File: config.mk
export PLATFORM = sky130hd
export DESIGN_NAME = ir_ac_remote_frame_encoder
export DESIGN_NICKNAME = d
export VERILOG_FILES = /design/src/rtl/core/irenc_pkg.sv /design/src/rtl/core/irenc_front.sv /design/src/rtl/core/irenc_back.sv /design/src/rtl/core/ir_ac_remote_frame_encoder.sv
export SDC_FILE = /design/constraint.sdc
export NUM_CORES = 1
export LEC_CHECK = 0
export BUFFER_PORTS_ARGS = -buffer_cell sky130_fd_sc_hd__buf_2
export CELL_PAD_IN_SITES_DETAIL_PLACEMENT = 1
export CELL_PAD_IN_SITES_GLOBAL_PLACEMENT = 1
export CORE_MARGIN = 2
export CORE_UTILIZATION = 31
export CTS_CLUSTER_DIAMETER = 40
export CTS_CLUSTER_SIZE = 20
export DETAILED_ROUTE_END_ITERATION = 12
export PLACE_DENSITY_LB_ADDON = 0.1
export SLEW_MARGIN = 5
export SYNTH_ARGS = -nofsm -noshare
export SYNTH_HDL_FRONTEND = slang
export SYNTH_SLANG_ARGS = --single-unit
File: constraint.sdc
create_clock -name clk_i -period 6.33 [get_ports clk_i]
set_clock_uncertainty 0.05 [all_clocks]
set_input_delay 1.5825 -clock clk_i [delete_from_list [all_inputs] [get_ports clk_i]]
set_output_delay 1.5825 -clock clk_i [all_outputs]
set_load 0.1 [all_outputs]
File: src/rtl/core/irenc_pkg.sv
`timescale 1ns / 1ps
// Shared types and constants for the IR air-conditioner remote frame encoder.
// No dependencies; used by irenc_front, irenc_back and the top level.
package irenc_pkg;

  // Segment timer width and configuration register width
  localparam int TimeWidth = 16;
  localparam int CfgWidth  = 16;
  localparam int NumRegs   = 7;
  localparam int CfgIdxW   = 3;
  localparam int PayloadW  = 40;

  // Frame layout: six bytes of eight bits each
  localparam int BitsPerFrame = 48;
  localparam int BitPosW      = 6;

  // Queue between front and back
  localparam int QueueDepth = 2;
  localparam int QPtrW      = (QueueDepth > 1) ? $clog2(QueueDepth) : 1;
  localparam int QCntW      = $clog2(QueueDepth + 1);

  // Input opcodes
  typedef enum logic [1:0] {
    OP_TICK   = 2'd0,
    OP_CMD2   = 2'd1,
    OP_CMD3   = 2'd2,
    OP_UNUSED = 2'd3
  } opcode_e;

  // Classified request kinds carried through the queue
  typedef enum logic [1:0] {
    KIND_TICK = 2'd0,
    KIND_CMD2 = 2'd1,
    KIND_CMD3 = 2'd2
  } item_kind_e;

  // Configuration register indexes
  typedef enum logic [CfgIdxW-1:0] {
    REG_LEAD_MARK  = 3'd0,
    REG_LEAD_SPACE = 3'd1,
    REG_BIT_MARK   = 3'd2,
    REG_ZERO_SPACE = 3'd3,
    REG_ONE_SPACE  = 3'd4,
    REG_STOP_MARK  = 3'd5,
    REG_STOP_SPACE = 3'd6
  } cfg_reg_e;

  localparam logic [CfgWidth-1:0] CfgResetVal [NumRegs] = '{
    16'd4360, 16'd4460, 16'd478, 16'd600, 16'd1700, 16'd477, 16'd5277
  };

  // One queued request
  typedef struct packed {
    item_kind_e            kind;
    logic [PayloadW-1:0]   payload;
  } item_t;

  // One result
  typedef struct packed {
    logic mark;
    logic busy;
    logic rej;
    logic done;
  } result_t;

  // Register value to segment length: zero counts as one tick, saturate at timer max
  function automatic logic [TimeWidth-1:0] seg_len(input logic [CfgWidth-1:0] v);
    logic [31:0] ext;
    logic [31:0] tmax;
    tmax = (32'd1 << TimeWidth) - 32'd1;
    ext  = {{(32-CfgWidth){1'b0}}, v};
    if (ext > tmax) begin
      ext = tmax;
    end
    if (ext == 32'd0) begin
      ext = 32'd1;
    end
    return ext[TimeWidth-1:0];
  endfunction

endpackage

File: src/rtl/core/irenc_front.sv
`timescale 1ns / 1ps
// Front end: accepts input requests, classifies the opcode and queues them.
// Depends on irenc_pkg.
module irenc_front (
  input  logic                          clk_i,
  input  logic                          rst_ni,
  input  logic                          in_valid_i,
  output logic                          in_ready_o,
  input  logic [1:0]                    opcode_i,
  input  logic [7:0]                    byte_a_i,
  input  logic [7:0]                    byte_b_i,
  input  logic [7:0]                    byte_c_i,
  input  logic [7:0]                    byte_q_i,
  input  logic [7:0]                    byte_y_i,
  output logic                          q_valid_o,
  input  logic                          q_ready_i,
  output irenc_pkg::item_t              q_item_o
);

  irenc_pkg::item_t                 item_in;
  irenc_pkg::item_t                 mem_q [irenc_pkg::QueueDepth];
  logic [irenc_pkg::QPtrW-1:0]      wr_ptr_q, wr_ptr_d;
  logic [irenc_pkg::QPtrW-1:0]      rd_ptr_q, rd_ptr_d;
  logic [irenc_pkg::QCntW-1:0]      count_q, count_d;
  logic                             push, pop;

  // Classify: unused opcode behaves as a tick
  always_comb begin
    case (irenc_pkg::opcode_e'(opcode_i))
      irenc_pkg::OP_CMD2: item_in.kind = irenc_pkg::KIND_CMD2;
      irenc_pkg::OP_CMD3: item_in.kind = irenc_pkg::KIND_CMD3;
      default:            item_in.kind = irenc_pkg::KIND_TICK;
    endcase
    item_in.payload = {byte_a_i, byte_b_i, byte_c_i, byte_q_i, byte_y_i};
  end

  assign in_ready_o = (count_q != irenc_pkg::QCntW'(irenc_pkg::QueueDepth));
  assign push       = in_valid_i && in_ready_o;
  assign q_valid_o  = (count_q != '0);
  assign pop        = q_valid_o && q_ready_i;
  assign q_item_o   = mem_q[rd_ptr_q];

  // Pointer and fill count update
  always_comb begin
    wr_ptr_d = wr_ptr_q;
    rd_ptr_d = rd_ptr_q;
    count_d  = count_q;
    if (push) begin
      wr_ptr_d = (wr_ptr_q == irenc_pkg::QPtrW'(irenc_pkg::QueueDepth - 1)) ? '0
               : wr_ptr_q + 1'b1;
    end
    if (pop) begin
      rd_ptr_d = (rd_ptr_q == irenc_pkg::QPtrW'(irenc_pkg::QueueDepth - 1)) ? '0
               : rd_ptr_q + 1'b1;
    end
    if (push && !pop) begin
      count_d = count_q + 1'b1;
    end else if (pop && !push) begin
      count_d = count_q - 1'b1;
    end
  end

  always_ff @(posedge clk_i or negedge rst_ni) begin
    if (!rst_ni) begin
      wr_ptr_q <= '0;
      rd_ptr_q <= '0;
      count_q  <= '0;
    end else begin
      wr_ptr_q <= wr_ptr_d;
      rd_ptr_q <= rd_ptr_d;
      count_q  <= count_d;
    end
  end

  // Queue storage
  always_ff @(posedge clk_i) begin
    if (push) begin
      mem_q[wr_ptr_q] <= item_in;
    end
  end

`ifndef SYNTHESIS
  a_count_bound: assert property (@(posedge clk_i) disable iff (!rst_ni)
    count_q <= irenc_pkg::QCntW'(irenc_pkg::QueueDepth))
    else $error("queue fill count above depth");

  a_count_inc: assert property (@(posedge clk_i) disable iff (!rst_ni)
    (push && !pop) |=> (count_q == $past(count_q) + 1'b1))
    else $error("queue count did not grow on push");

  a_count_dec: assert property (@(posedge clk_i) disable iff (!rst_ni)
    (pop && !push) |=> (count_q == $past(count_q) - 1'b1))
    else $error("queue count did not shrink on pop");
`endif

endmodule

File: src/rtl/core/irenc_back.sv
`timescale 1ns / 1ps
// Back end: segment sequencer, timing registers and the result output register.
// Depends on irenc_pkg.
module irenc_back (
  input  logic                              clk_i,
  input  logic                              rst_ni,
  input  logic                              cfg_we_i,
  input  logic [irenc_pkg::CfgIdxW-1:0]     cfg_idx_i,
  input  logic [irenc_pkg::CfgWidth-1:0]    cfg_wdata_i,
  input  logic                              q_valid_i,
  output logic                              q_ready_o,
  input  irenc_pkg::item_t                  q_item_i,
  output logic                              out_valid_o,
  input  logic                              out_ready_i,
  output irenc_pkg::result_t                result_o
);

  typedef enum logic [2:0] {
    SEG_IDLE       = 3'd0,
    SEG_LEAD_MARK  = 3'd1,
    SEG_LEAD_SPACE = 3'd2,
    SEG_BIT_MARK   = 3'd3,
    SEG_BIT_SPACE  = 3'd4,
    SEG_STOP_MARK  = 3'd5,
    SEG_STOP_SPACE = 3'd6
  } seg_e;

  logic [irenc_pkg::CfgWidth-1:0]   cfg_q [irenc_pkg::NumRegs];
  seg_e                             seg_q, seg_d;
  logic                             three_q, three_d;
  logic [1:0]                       frame_q, frame_d;
  logic [irenc_pkg::BitPosW-1:0]    bit_pos_q, bit_pos_d;
  logic [irenc_pkg::TimeWidth-1:0]  ticks_q, ticks_d, ticks_dec;
  logic [irenc_pkg::PayloadW-1:0]   payload_q, payload_d;
  logic                             out_valid_q, out_valid_d;
  irenc_pkg::result_t               result_q, res;
  logic                             take, busy, level, load;
  irenc_pkg::cfg_reg_e              len_sel;

  // Data bit of the present position: A ~A B ~B C ~C, third frame A ~A Q ~Q Y ~Y
  function automatic logic cur_bit(input logic [irenc_pkg::PayloadW-1:0] pl,
                                   input logic [1:0] frame,
                                   input logic [irenc_pkg::BitPosW-1:0] pos);
    logic [7:0] b;
    case (pos[5:4])
      2'd0:    b = pl[39:32];
      2'd1:    b = (frame == 2'd2) ? pl[15:8] : pl[31:24];
      default: b = (frame == 2'd2) ? pl[7:0]  : pl[23:16];
    endcase
    if (pos[3]) begin
      b = ~b;
    end
    return b[3'd7 - pos[2:0]];
  endfunction

  assign busy        = (seg_q != SEG_IDLE);
  assign level       = (seg_q == SEG_LEAD_MARK) || (seg_q == SEG_BIT_MARK) ||
                       (seg_q == SEG_STOP_MARK);
  assign q_ready_o   = !out_valid_q || out_ready_i;
  assign take        = q_valid_i && q_ready_o;
  assign ticks_dec   = ticks_q - 1'b1;
  assign out_valid_o = out_valid_q;
  assign result_o    = result_q;

  // Sequencer next state and result for one request
  always_comb begin
    seg_d     = seg_q;
    three_d   = three_q;
    frame_d   = frame_q;
    bit_pos_d = bit_pos_q;
    ticks_d   = ticks_q;
    payload_d = payload_q;
    res       = '0;
    load      = 1'b0;
    len_sel   = irenc_pkg::REG_LEAD_MARK;
    if (take) begin
      case (q_item_i.kind)
        irenc_pkg::KIND_CMD2, irenc_pkg::KIND_CMD3: begin
          if (busy) begin
            res.mark = level;
            res.busy = 1'b1;
            res.rej  = 1'b1;
          end else begin
            payload_d = q_item_i.payload;
            three_d   = (q_item_i.kind == irenc_pkg::KIND_CMD3);
            frame_d   = 2'd0;
            bit_pos_d = '0;
            seg_d     = SEG_LEAD_MARK;
            load      = 1'b1;
            len_sel   = irenc_pkg::REG_LEAD_MARK;
            res.mark  = 1'b1;
            res.busy  = 1'b1;
          end
        end
        default: begin
          if (busy) begin
            res.mark = level;
            res.busy = 1'b1;
            ticks_d  = ticks_dec;
            if (ticks_dec == '0) begin
              // Segment over: move on
              case (seg_q)
                SEG_LEAD_MARK: begin
                  seg_d   = SEG_LEAD_SPACE;
                  load    = 1'b1;
                  len_sel = irenc_pkg::REG_LEAD_SPACE;
                end
                SEG_LEAD_SPACE: begin
                  bit_pos_d = '0;
                  seg_d     = SEG_BIT_MARK;
                  load      = 1'b1;
                  len_sel   = irenc_pkg::REG_BIT_MARK;
                end
                SEG_BIT_MARK: begin
                  seg_d   = SEG_BIT_SPACE;
                  load    = 1'b1;
                  len_sel = cur_bit(payload_q, frame_q, bit_pos_q) ?
                            irenc_pkg::REG_ONE_SPACE : irenc_pkg::REG_ZERO_SPACE;
                end
                SEG_BIT_SPACE: begin
                  load = 1'b1;
                  if (bit_pos_q >= irenc_pkg::BitPosW'(irenc_pkg::BitsPerFrame - 1)) begin
                    seg_d   = SEG_STOP_MARK;
                    len_sel = irenc_pkg::REG_STOP_MARK;
                  end else begin
                    bit_pos_d = bit_pos_q + 1'b1;
                    seg_d     = SEG_BIT_MARK;
                    len_sel   = irenc_pkg::REG_BIT_MARK;
                  end
                end
                SEG_STOP_MARK: begin
                  seg_d   = SEG_STOP_SPACE;
                  load    = 1'b1;
                  len_sel = irenc_pkg::REG_STOP_SPACE;
                end
                default: begin
                  // End of a frame: next frame or end of sequence
                  if ((frame_q + 1'b1) < (three_q ? 2'd3 : 2'd2)) begin
                    frame_d   = frame_q + 1'b1;
                    bit_pos_d = '0;
                    seg_d     = SEG_LEAD_MARK;
                    load      = 1'b1;
                    len_sel   = irenc_pkg::REG_LEAD_MARK;
                  end else begin
                    seg_d     = SEG_IDLE;
                    frame_d   = 2'd0;
                    bit_pos_d = '0;
                    ticks_d   = '0;
                    res.done  = 1'b1;
                  end
                end
              endcase
            end
          end else begin
            seg_d = SEG_IDLE;
          end
        end
      endcase
    end
    if (load) begin
      ticks_d = irenc_pkg::seg_len(cfg_q[len_sel]);
    end
  end

  // Output register handshake
  always_comb begin
    if (take) begin
      out_valid_d = 1'b1;
    end else if (out_ready_i) begin
      out_valid_d = 1'b0;
    end else begin
      out_valid_d = out_valid_q;
    end
  end

  // Control state and timing registers
  always_ff @(posedge clk_i or negedge rst_ni) begin
    if (!rst_ni) begin
      seg_q       <= SEG_IDLE;
      three_q     <= 1'b0;
      frame_q     <= 2'd0;
      bit_pos_q   <= '0;
      ticks_q     <= '0;
      out_valid_q <= 1'b0;
      for (int i = 0; i < irenc_pkg::NumRegs; i++) begin
        cfg_q[i] <= irenc_pkg::CfgResetVal[i];
      end
    end else begin
      seg_q       <= seg_d;
      three_q     <= three_d;
      frame_q     <= frame_d;
      bit_pos_q   <= bit_pos_d;
      ticks_q     <= ticks_d;
      out_valid_q <= out_valid_d;
      if (cfg_we_i && (cfg_idx_i < irenc_pkg::CfgIdxW'(irenc_pkg::NumRegs))) begin
        cfg_q[cfg_idx_i] <= cfg_wdata_i;
      end
    end
  end

  // Payload and result registers
  always_ff @(posedge clk_i) begin
    payload_q <= payload_d;
    if (take) begin
      result_q <= res;
    end
  end

`ifndef SYNTHESIS
  a_ticks_nonzero: assert property (@(posedge clk_i) disable iff (!rst_ni)
    (seg_q != SEG_IDLE) |-> (ticks_q != '0))
    else $error("active segment with empty timer");

  a_done_goes_idle: assert property (@(posedge clk_i) disable iff (!rst_ni)
    (take && res.done) |=> (seg_q == SEG_IDLE))
    else $error("sequence end did not return to idle");

  a_rej_busy: assert property (@(posedge clk_i) disable iff (!rst_ni)
    (out_valid_q && (result_q.rej || result_q.mark || result_q.done)) |-> result_q.busy)
    else $error("result flags set without busy");

  a_bit_pos_range: assert property (@(posedge clk_i) disable iff (!rst_ni)
    bit_pos_q < irenc_pkg::BitPosW'(irenc_pkg::BitsPerFrame))
    else $error("bit position out of frame");
`endif

endmodule

File: src/rtl/core/ir_ac_remote_frame_encoder.sv
`timescale 1ns / 1ps
// Top level of the IR air-conditioner remote frame encoder.
// Depends on irenc_pkg, irenc_front and irenc_back.
//
//  channel   handshake                 payload
//  --------  ------------------------  -----------------------------------------
//  input     in_valid_i / in_ready_o   opcode_i, byte_a_i .. byte_y_i
//  result    out_valid_o / out_ready_i ir_mark_o, busy_res_o, rejected_o,
//                                      sequence_done_o
//  config    cfg_we_i (no wait)        cfg_idx_i, cfg_wdata_i
//
// One request per clock sustained while out_ready_i is high; each result is
// registered and appears in the cycle after its request reaches the sequencer.
// A two-entry queue decouples the classifier from the sequencer, and the result
// register takes a new request when it is empty or its waiting result is taken.
// Reset loads the default timing registers and leaves the sequencer idle.
// With out_ready_i low, the result register and then the queue fill before
// in_ready_o drops.
module ir_ac_remote_frame_encoder (
  input  logic                              clk_i,
  input  logic                              rst_ni,
  input  logic                              cfg_we_i,
  input  logic [irenc_pkg::CfgIdxW-1:0]     cfg_idx_i,
  input  logic [irenc_pkg::CfgWidth-1:0]    cfg_wdata_i,
  input  logic                              in_valid_i,
  output logic                              in_ready_o,
  input  logic [1:0]                        opcode_i,
  input  logic [7:0]                        byte_a_i,
  input  logic [7:0]                        byte_b_i,
  input  logic [7:0]                        byte_c_i,
  input  logic [7:0]                        byte_q_i,
  input  logic [7:0]                        byte_y_i,
  output logic                              out_valid_o,
  input  logic                              out_ready_i,
  output logic                              ir_mark_o,
  output logic                              busy_res_o,
  output logic                              rejected_o,
  output logic                              sequence_done_o
);

  logic                q_valid, q_ready;
  irenc_pkg::item_t    q_item;
  irenc_pkg::result_t  result;

  // Request classifier and queue
  irenc_front u_front (
    .clk_i      (clk_i),
    .rst_ni     (rst_ni),
    .in_valid_i (in_valid_i),
    .in_ready_o (in_ready_o),
    .opcode_i   (opcode_i),
    .byte_a_i   (byte_a_i),
    .byte_b_i   (byte_b_i),
    .byte_c_i   (byte_c_i),
    .byte_q_i   (byte_q_i),
    .byte_y_i   (byte_y_i),
    .q_valid_o  (q_valid),
    .q_ready_i  (q_ready),
    .q_item_o   (q_item)
  );

  // Segment sequencer and result register
  irenc_back u_back (
    .clk_i       (clk_i),
    .rst_ni      (rst_ni),
    .cfg_we_i    (cfg_we_i),
    .cfg_idx_i   (cfg_idx_i),
    .cfg_wdata_i (cfg_wdata_i),
    .q_valid_i   (q_valid),
    .q_ready_o   (q_ready),
    .q_item_i    (q_item),
    .out_valid_o (out_valid_o),
    .out_ready_i (out_ready_i),
    .result_o    (result)
  );

  assign ir_mark_o       = result.mark;
  assign busy_res_o      = result.busy;
  assign rejected_o      = result.rej;
  assign sequence_done_o = result.done;

endmodule
### After elaboration in Yosys (flattened, before gate mapping)

Memory sizes are Yosys's and may differ from the RTL's.
Index checks and enable logic that the tools add are counted.

| operators by class | value |
|---|---|
| add/sub/neg operators | 8 |
| $lt $le $gt $ge | 7 |
| equal/unequal tests | 18 |
| mux-type cells | 78 |
| bitwise logic cells | 5 |
| reductions and logical operators | 32 |

Operators with widths:

| kind | number |
|---|---|
| 16-bit two-way mux | 11 |
| 112-bit bitwise mux | 1 |
| 8-bit two-way mux | 13 |
| 16-bit binary-select mux with 3-bit select | 1 |
| 16-bit demux with 3-bit select | 1 |
| 3-bit two-way mux | 11 |
| 16-bit zero test | 2 |
| 6-bit two-way mux | 5 |
| 3-bit case mux with 5 select lines | 2 |
| 2-bit two-way mux | 11 |
| 1-bit two-way mux | 18 |
| 8-bit case mux with 2 select lines | 1 |
| 16-bit by 1-bit subtractor with 16-bit output (second input constant) | 1 |
| 2-bit nonzero test | 7 |
| 6-bit case mux with 2 select lines | 1 |
| 3-bit AND reduction | 3 |
| 9-bit OR reduction | 1 |
| 4-bit greater-or-equal comparator (second input constant) | 2 |
| 3-bit inverter with 4-bit output | 2 |
| 8-bit inverter | 1 |
| 6-bit by 1-bit adder with 6-bit output (second input constant) | 1 |
| 2-bit by 1-bit == test with 1-bit output (second input constant) | 3 |
| 2-bit == test (second input constant) | 3 |
| 3-bit by 2-bit == test with 1-bit output (second input constant) | 2 |
| other kinds (27) | 44 |

| word-level totals | value |
|---|---|
| register bits after elaboration | 189 |
| bits in writable memories | 84 |
| input bits | 66 |
| output and inout port bits | 6 |
| word-level logic and storage cells | 170 |
| memories | 1 |

Memories:

| memory | depth | bits a word | read ports | clocked after Yosys merged registers in | write ports | line | RTL |
|---|---|---|---|---|---|---|---|
| u_front.mem_q | 2 | 42 | 1 | 0 | 1 | irenc_front.sv:21 | `irenc_pkg::item_t mem_q [irenc_pkg::QueueDepth];` |

### Longest topological paths before layout

| logic depth | value |
|---|---|
| depth after elaboration | 30 |
| depth in mapped cells | 17 |
| mapped depth without buffers | 13 |

### Modules after synthesis

A second synthesis with hierarchy kept.

| second synthesis, totals | value |
|---|---|
| cell total of the unflattened synthesis | 984 |
| area, all modules | 12908.6 um2 |

By module, submodules not included:

| module | times used | cells an instance | area each (um2) | sequential area each (um2) |
|---|---|---|---|---|
| irenc_back | 1 | 833 | 9469.1 | 4898.4 |
| irenc_front | 1 | 151 | 3439.5 | 2622.5 |

### Worst setup path after synthesis

Ideal clock, no wire load.

| timing | value |
|---|---|
| path type | register to register |
| start | reg u_back.ticks_q[0] (netlist name) |
| end | reg u_back.three_q |
| setup time | 0.126 ns |
| arrival | 4.726 ns |
| data required time | 6.154 ns |
| setup slack | 1.429 ns |
| cell stages (with the launch flop) | 14 |
| buffers on the path | 2 |
| period minus slack after synthesis | 4.901 ns |
| cell sequence | dfrtp_1 -> inv_1 -> ha_1 -> or3b_2 -> nor3_1 -> a32oi_1 -> o21ai_0 -> and4_1 -> clkbuf_1 -> nand2_1 -> a21o_1 -> clkbuf_1 -> nor2_1 -> mux2_2 |

RTL lines:

| what | line | RTL |
|---|---|---|
| end signal, assigned | irenc_back.sv:190 | `three_q <= three_d;` |
| end, declared | irenc_back.sv:30 | `logic three_q, three_d;` |

### Worst setup path in the final report

| timing | value |
|---|---|
| start | reg u_back.frame_q[0] |
| end | reg u_back.ticks_q[0] (netlist bit) |

| between the ends | value |
|---|---|
| cells in the longest elaborated chain, start to end | 30 |
| elaborated cells between the ends (all ways) | 49 |
| classes of those cells | 1 x add/sub; 1 x order compare; 2 x eq/ne; 39 x mux; 2 x bitwise; 4 x reduce/logical |

Ends and longest elaborated chain:

| what | line | RTL |
|---|---|---|
| start, declared | irenc_back.sv:31 | `logic [1:0] frame_q, frame_d;` |
| start signal, assigned | irenc_back.sv:191 | `frame_q <= frame_d;` |
| 2-bit == test | irenc_back.sv:47, irenc_back.sv:48 |  |
| 8-bit two-way mux, on equally long branches | irenc_back.sv:48, irenc_back.sv:47 |  |
| 8-bit case mux with 2 select lines | irenc_back.sv:45 | `case (pos[5:4])` |
| 8-bit two-way mux | irenc_back.sv:102 | `case (seg_q)` |
| 8-bit two-way mux | irenc_back.sv:100 | `if (ticks_dec == '0) begin` |
| 8-bit two-way mux | irenc_back.sv:96 | `if (busy) begin` |
| 8-bit two-way mux | irenc_back.sv:77 | `case (q_item_i.kind)` |
| 8-bit two-way mux | irenc_back.sv:76 | `if (take) begin` |
| [13 not listed] | -- |  |
| 3-bit two-way mux | irenc_back.sv:77 |  |
| 3-bit two-way mux | irenc_back.sv:76 |  |
| 3-bit inverter with 4-bit output (implied by the code) | irenc_back.sv:161 | `ticks_d = irenc_pkg::seg_len(cfg_q[len_sel]);` |
| 16-bit binary-select mux with 3-bit select | irenc_back.sv:161 |  |
| 16-bit two-way mux (implied by the code) (2 in a row) | irenc_back.sv:161 |  |
| 16-bit zero test | irenc_pkg.sv:75 | `if (ext == 32'd0) begin` |
| 16-bit two-way mux | irenc_pkg.sv:75 |  |
| 16-bit two-way mux | irenc_back.sv:160 | `if (load) begin` |
| end signal, assigned | irenc_back.sv:193 | `ticks_q <= ticks_d;` |
| end, declared | irenc_back.sv:33 | `logic [irenc_pkg::TimeWidth-1:0] ticks_q, ticks_d, ticks_dec;` |

Parallel ways exist; a longest one is shown, timed or not. The select of a mux whose other input is x is not followed.
A chain may end at the register's enable or synchronous reset.

==> flow_metrics.py <==
metrics = {
    "placement": {
        "place_congestion": 0.825,
        "io_buffers": 71,
        "dpl.hpwl_mm": 23.3,
    },
    "logic_synthesis": {
        "post_synth_inst_count": 936,
        "synth_edf_count": 128,
        "synthDistinctLibCells": 71,
        "syn_nets": 1009,
        "ys.flop_type": "edfxtp_1",
        "seq_area_frac_synth_pct": 60.3,
        "synth_top_area_cell": "edfxtp_1",
        "syn_avg_cell_area_sq_um": 13.3,
        "synth_top_area_share_pct": 30.8,
        "synth.area.top_cells": "edfxtp_1 31%, dfrtp_1 21%, mux2_2 15%",
        "async_flop_share_pct": 53.1,
        "synth_area_sq_um": 12500,
        "ys_ff_latch": 273,
        "synth_warnings": 0,
    },
    "sta": {
        "slew_headroom_pct": 28.7,
        "period_needed_ps": 5100,
        "fmaxAchievable_mhz": 196,
        "setup_tns_ps": 0,
        "rsz0062_at_grt": "false",
        "worstMarginPinSlew_ps": 1070,
        "hold_ws_ps": 451,
        "slew_violations": 0,
        "hold_viol": 0,
        "finalCritPeriodShare_pct": 80.6,
        "setup_violations": 0,
    },
    "worst_setup_path": {
        "cp_max_fo": 19,
        "cp.required_ps": 6750,
        "crit_slowest_cell": "or3_1",
        "path_buf_inv": 1,
        "critPathCaptureType": "register",
        "crit_family": "simple AND/OR/NAND/NOR gates",
        "worstPathCellList": "inv_1 -> ha_1 -> mux4_2 -> and4_4 -> a211o_1 -> or4_4 -> o211a_1 -> or3_1 -> nor4_1 -> o32a_1 -> and4bb_2 -> nand4_1 -> o21ai_0",
        "arrival_ps": 5520,
        "worstSetupPathType": "register to register",
        "start_kind": "register",
        "max_stage_delay_ps": 730,
    },
    "cts": {
        "htree_levels": 2,
        "cts_resized": 0,
        "cts.hold.buffers_added": 0,
        "clock_tree.root_cell": "clkbuf_16",
        "cts_inserted_buffers": 51,
        "cts.sinks": 273,
        "clk-insertion-delay-late_ps": 580,
        "clk_pin_slew_ps": 50,
        "post_cts.repair.setup_buffers": 0,
        "tritoncts": "yes",
        "clock_path_buffers": 3,
    },
    "layout": {
        "diodes": 0,
        "layout_commonest_cell": "mux2_2",
        "multiInputGateArea_sq_um": 4730,
        "regArea_sq_um": 7520,
        "fillCellCount": 4131,
        "mostFrequentLayoutCells": "163 x mux2_2, 128 x edfxtp_1, 105 x dfrtp_1",
        "drive_gt1_share_pct": 38.5,
        "syn_to_final_growth_pct": 23.2,
        "fin_util_pct": 38.7,
        "finalNetCount": 1111,
    },
    "floorplan": {
        "dieArea_sq_um": 41900,
        "start_util_pct": 31.4,
        "core.rowCount": 73,
        "fp.dieW_um": 205,
        "ios": 72,
        "die_h_um": 205,
        "core_area_sq_um": 39700,
    },
    "detailed_routing": {
        "vias_per_cell": 5.10,
        "drtIter0Drc": 468,
        "avgRoutedWirePerCell_um": 21.9,
        "num_vias": 8180,
        "drtPass1Iterations": 4,
        "route.detailed.drc": 0,
        "totalWireLength_mm": 35.1,
        "ant_nets": 0,
    },
    "global_route": {
        "antenna_found_initial": 0,
        "grt.met1_usage_pct": 21.6,
        "busiest_layer": "met2",
        "overflow": 0,
        "use_met2_pct": 29.5,
        "grt_pass1_vias": 8846,
        "grt_max_degree": 54,
        "gr-usage-all-layers_pct": 17.2,
        "grt_pass1_wl_mm": 54.2,
        "met3_usage_pct": 2.91,
    },
    "power": {
        "vdd_ir_drop_max_v": 0.000268,
        "power_density_nw_per_um2": 472,
        "leakagePower_nw": 5.89,
    },
    "min_path": {
        "hold_path_class": "register to register",
    },
    "outcome": {
        "status": "finished, final reports clean",
    },
    "job": {
        "cap_viol_max_count": 0,
    },
}
-- cells in the mapped netlist (all sizes together) (10+ instances only) --
library cell	instances
nor3	11
dfrtp	106
inv	18
a211oi	14
nand2	46
nor2	64
nor2b	12
mux2i	23
clkbuf	40
nor4	12
a21oi	16
o21ai	45
nand3	12
edfxtp	128
mux2	165
a22o	18
dfstp	39
o22ai	10
-- final cells by class --
| type | count | area share [%] |
|---|---|---|
| multi-input cells | 599 | 30.8 |
| inverters | 18 | 0.440 |
| clock buffers | 57 | 8.59 |
| repair buffers | 95 | 3.53 |
| flip-flops and latches | 273 | 49.0 |
| clock inverters | 36 | 3.38 |
| well taps | 525 | 4.28 |
-- metal layers --
metal / share of wire [%] / vias to the layer above
met4: 3.0 / 0
met1: 44 / 4151
met3: 3.9 / 72
met2: 50 / 171
li1: - / 3786
met5: 0 / -
-- power by group --
group	internal, mW	leakage [nW]	switching [mW]
Clock	1.99	0.905	0.932
Sequential	2.34	2.87	0.259
Combinational	0.656	2.12	1.09
-- per-stage QoR --
step	instance area (sq um)	power (mW)	worst slack, ps	cells
6_report	15400	7.26	1230	1603
3_5_place_dp	13500	4.39	1260	1510
2_1_floorplan	12500	3.76	1430	936
4_1_cts	15400	7.36	1210	1603
3_3_place_gp	13500	4.38	1390	1510
5_1_grt	15400	7.63	915	1603
-- kinds of logic after synthesis --
| group | after synthesis | synth area share [%] |
|---|---|---|
| fa+ha+maj | 7 | 0.702 |
| compound gates | 176 | 10.1 |
| simple gates | 215 | 8.84 |
| flops | 273 | 60.3 |
| mux | 190 | 17.2 |
| buf+inv | 64 | 2.12 |
| xor+xnor | 11 | 0.772 |
-- state kept, by name (all words and copies together) (netlist names) --
| name | count |
|---|---|
| u_back.seg_q | 3 |
| u_back.bit_pos_q | 6 |
| u_back.frame_q | 2 |
| u_back.out_valid_o | 1 |
| u_front.count_q | 2 |
| u_back.ticks_q | 16 |
| u_back.result_o | 4 |
| u_front.mem_q | 84 |
| u_front.wr_ptr_q | 1 |
| u_back.payload_q | 40 |
| u_front.rd_ptr_q | 1 |
| u_back.cfg_q | 112 |
| u_back.three_q | 1 |
-- worst paths after layout --
| check | startpoint | end | slack (ps) | cells after the start |
|---|---|---|---|---|
| worst max-delay path | u_back.frame_q[0] | u_back.ticks_q[0] | 1230 | 13 |
| worst min-delay path | u_back.cfg_q[98] | u_back.cfg_q[98] | 450 | 1 |
| worst max register to register | u_back.frame_q[0] | u_back.ticks_q[0] | 1230 | 13 |
| worst min register to register | u_back.cfg_q[98] | u_back.cfg_q[98] | 450 | 1 |
| max in group asynchronous | rst_ni | u_back.cfg_q[27] | 4260 | 2 |
| min in group asynchronous | rst_ni | u_back.seg_q[1] | 900 | 1 |
(Power assumes the default switching activity.)
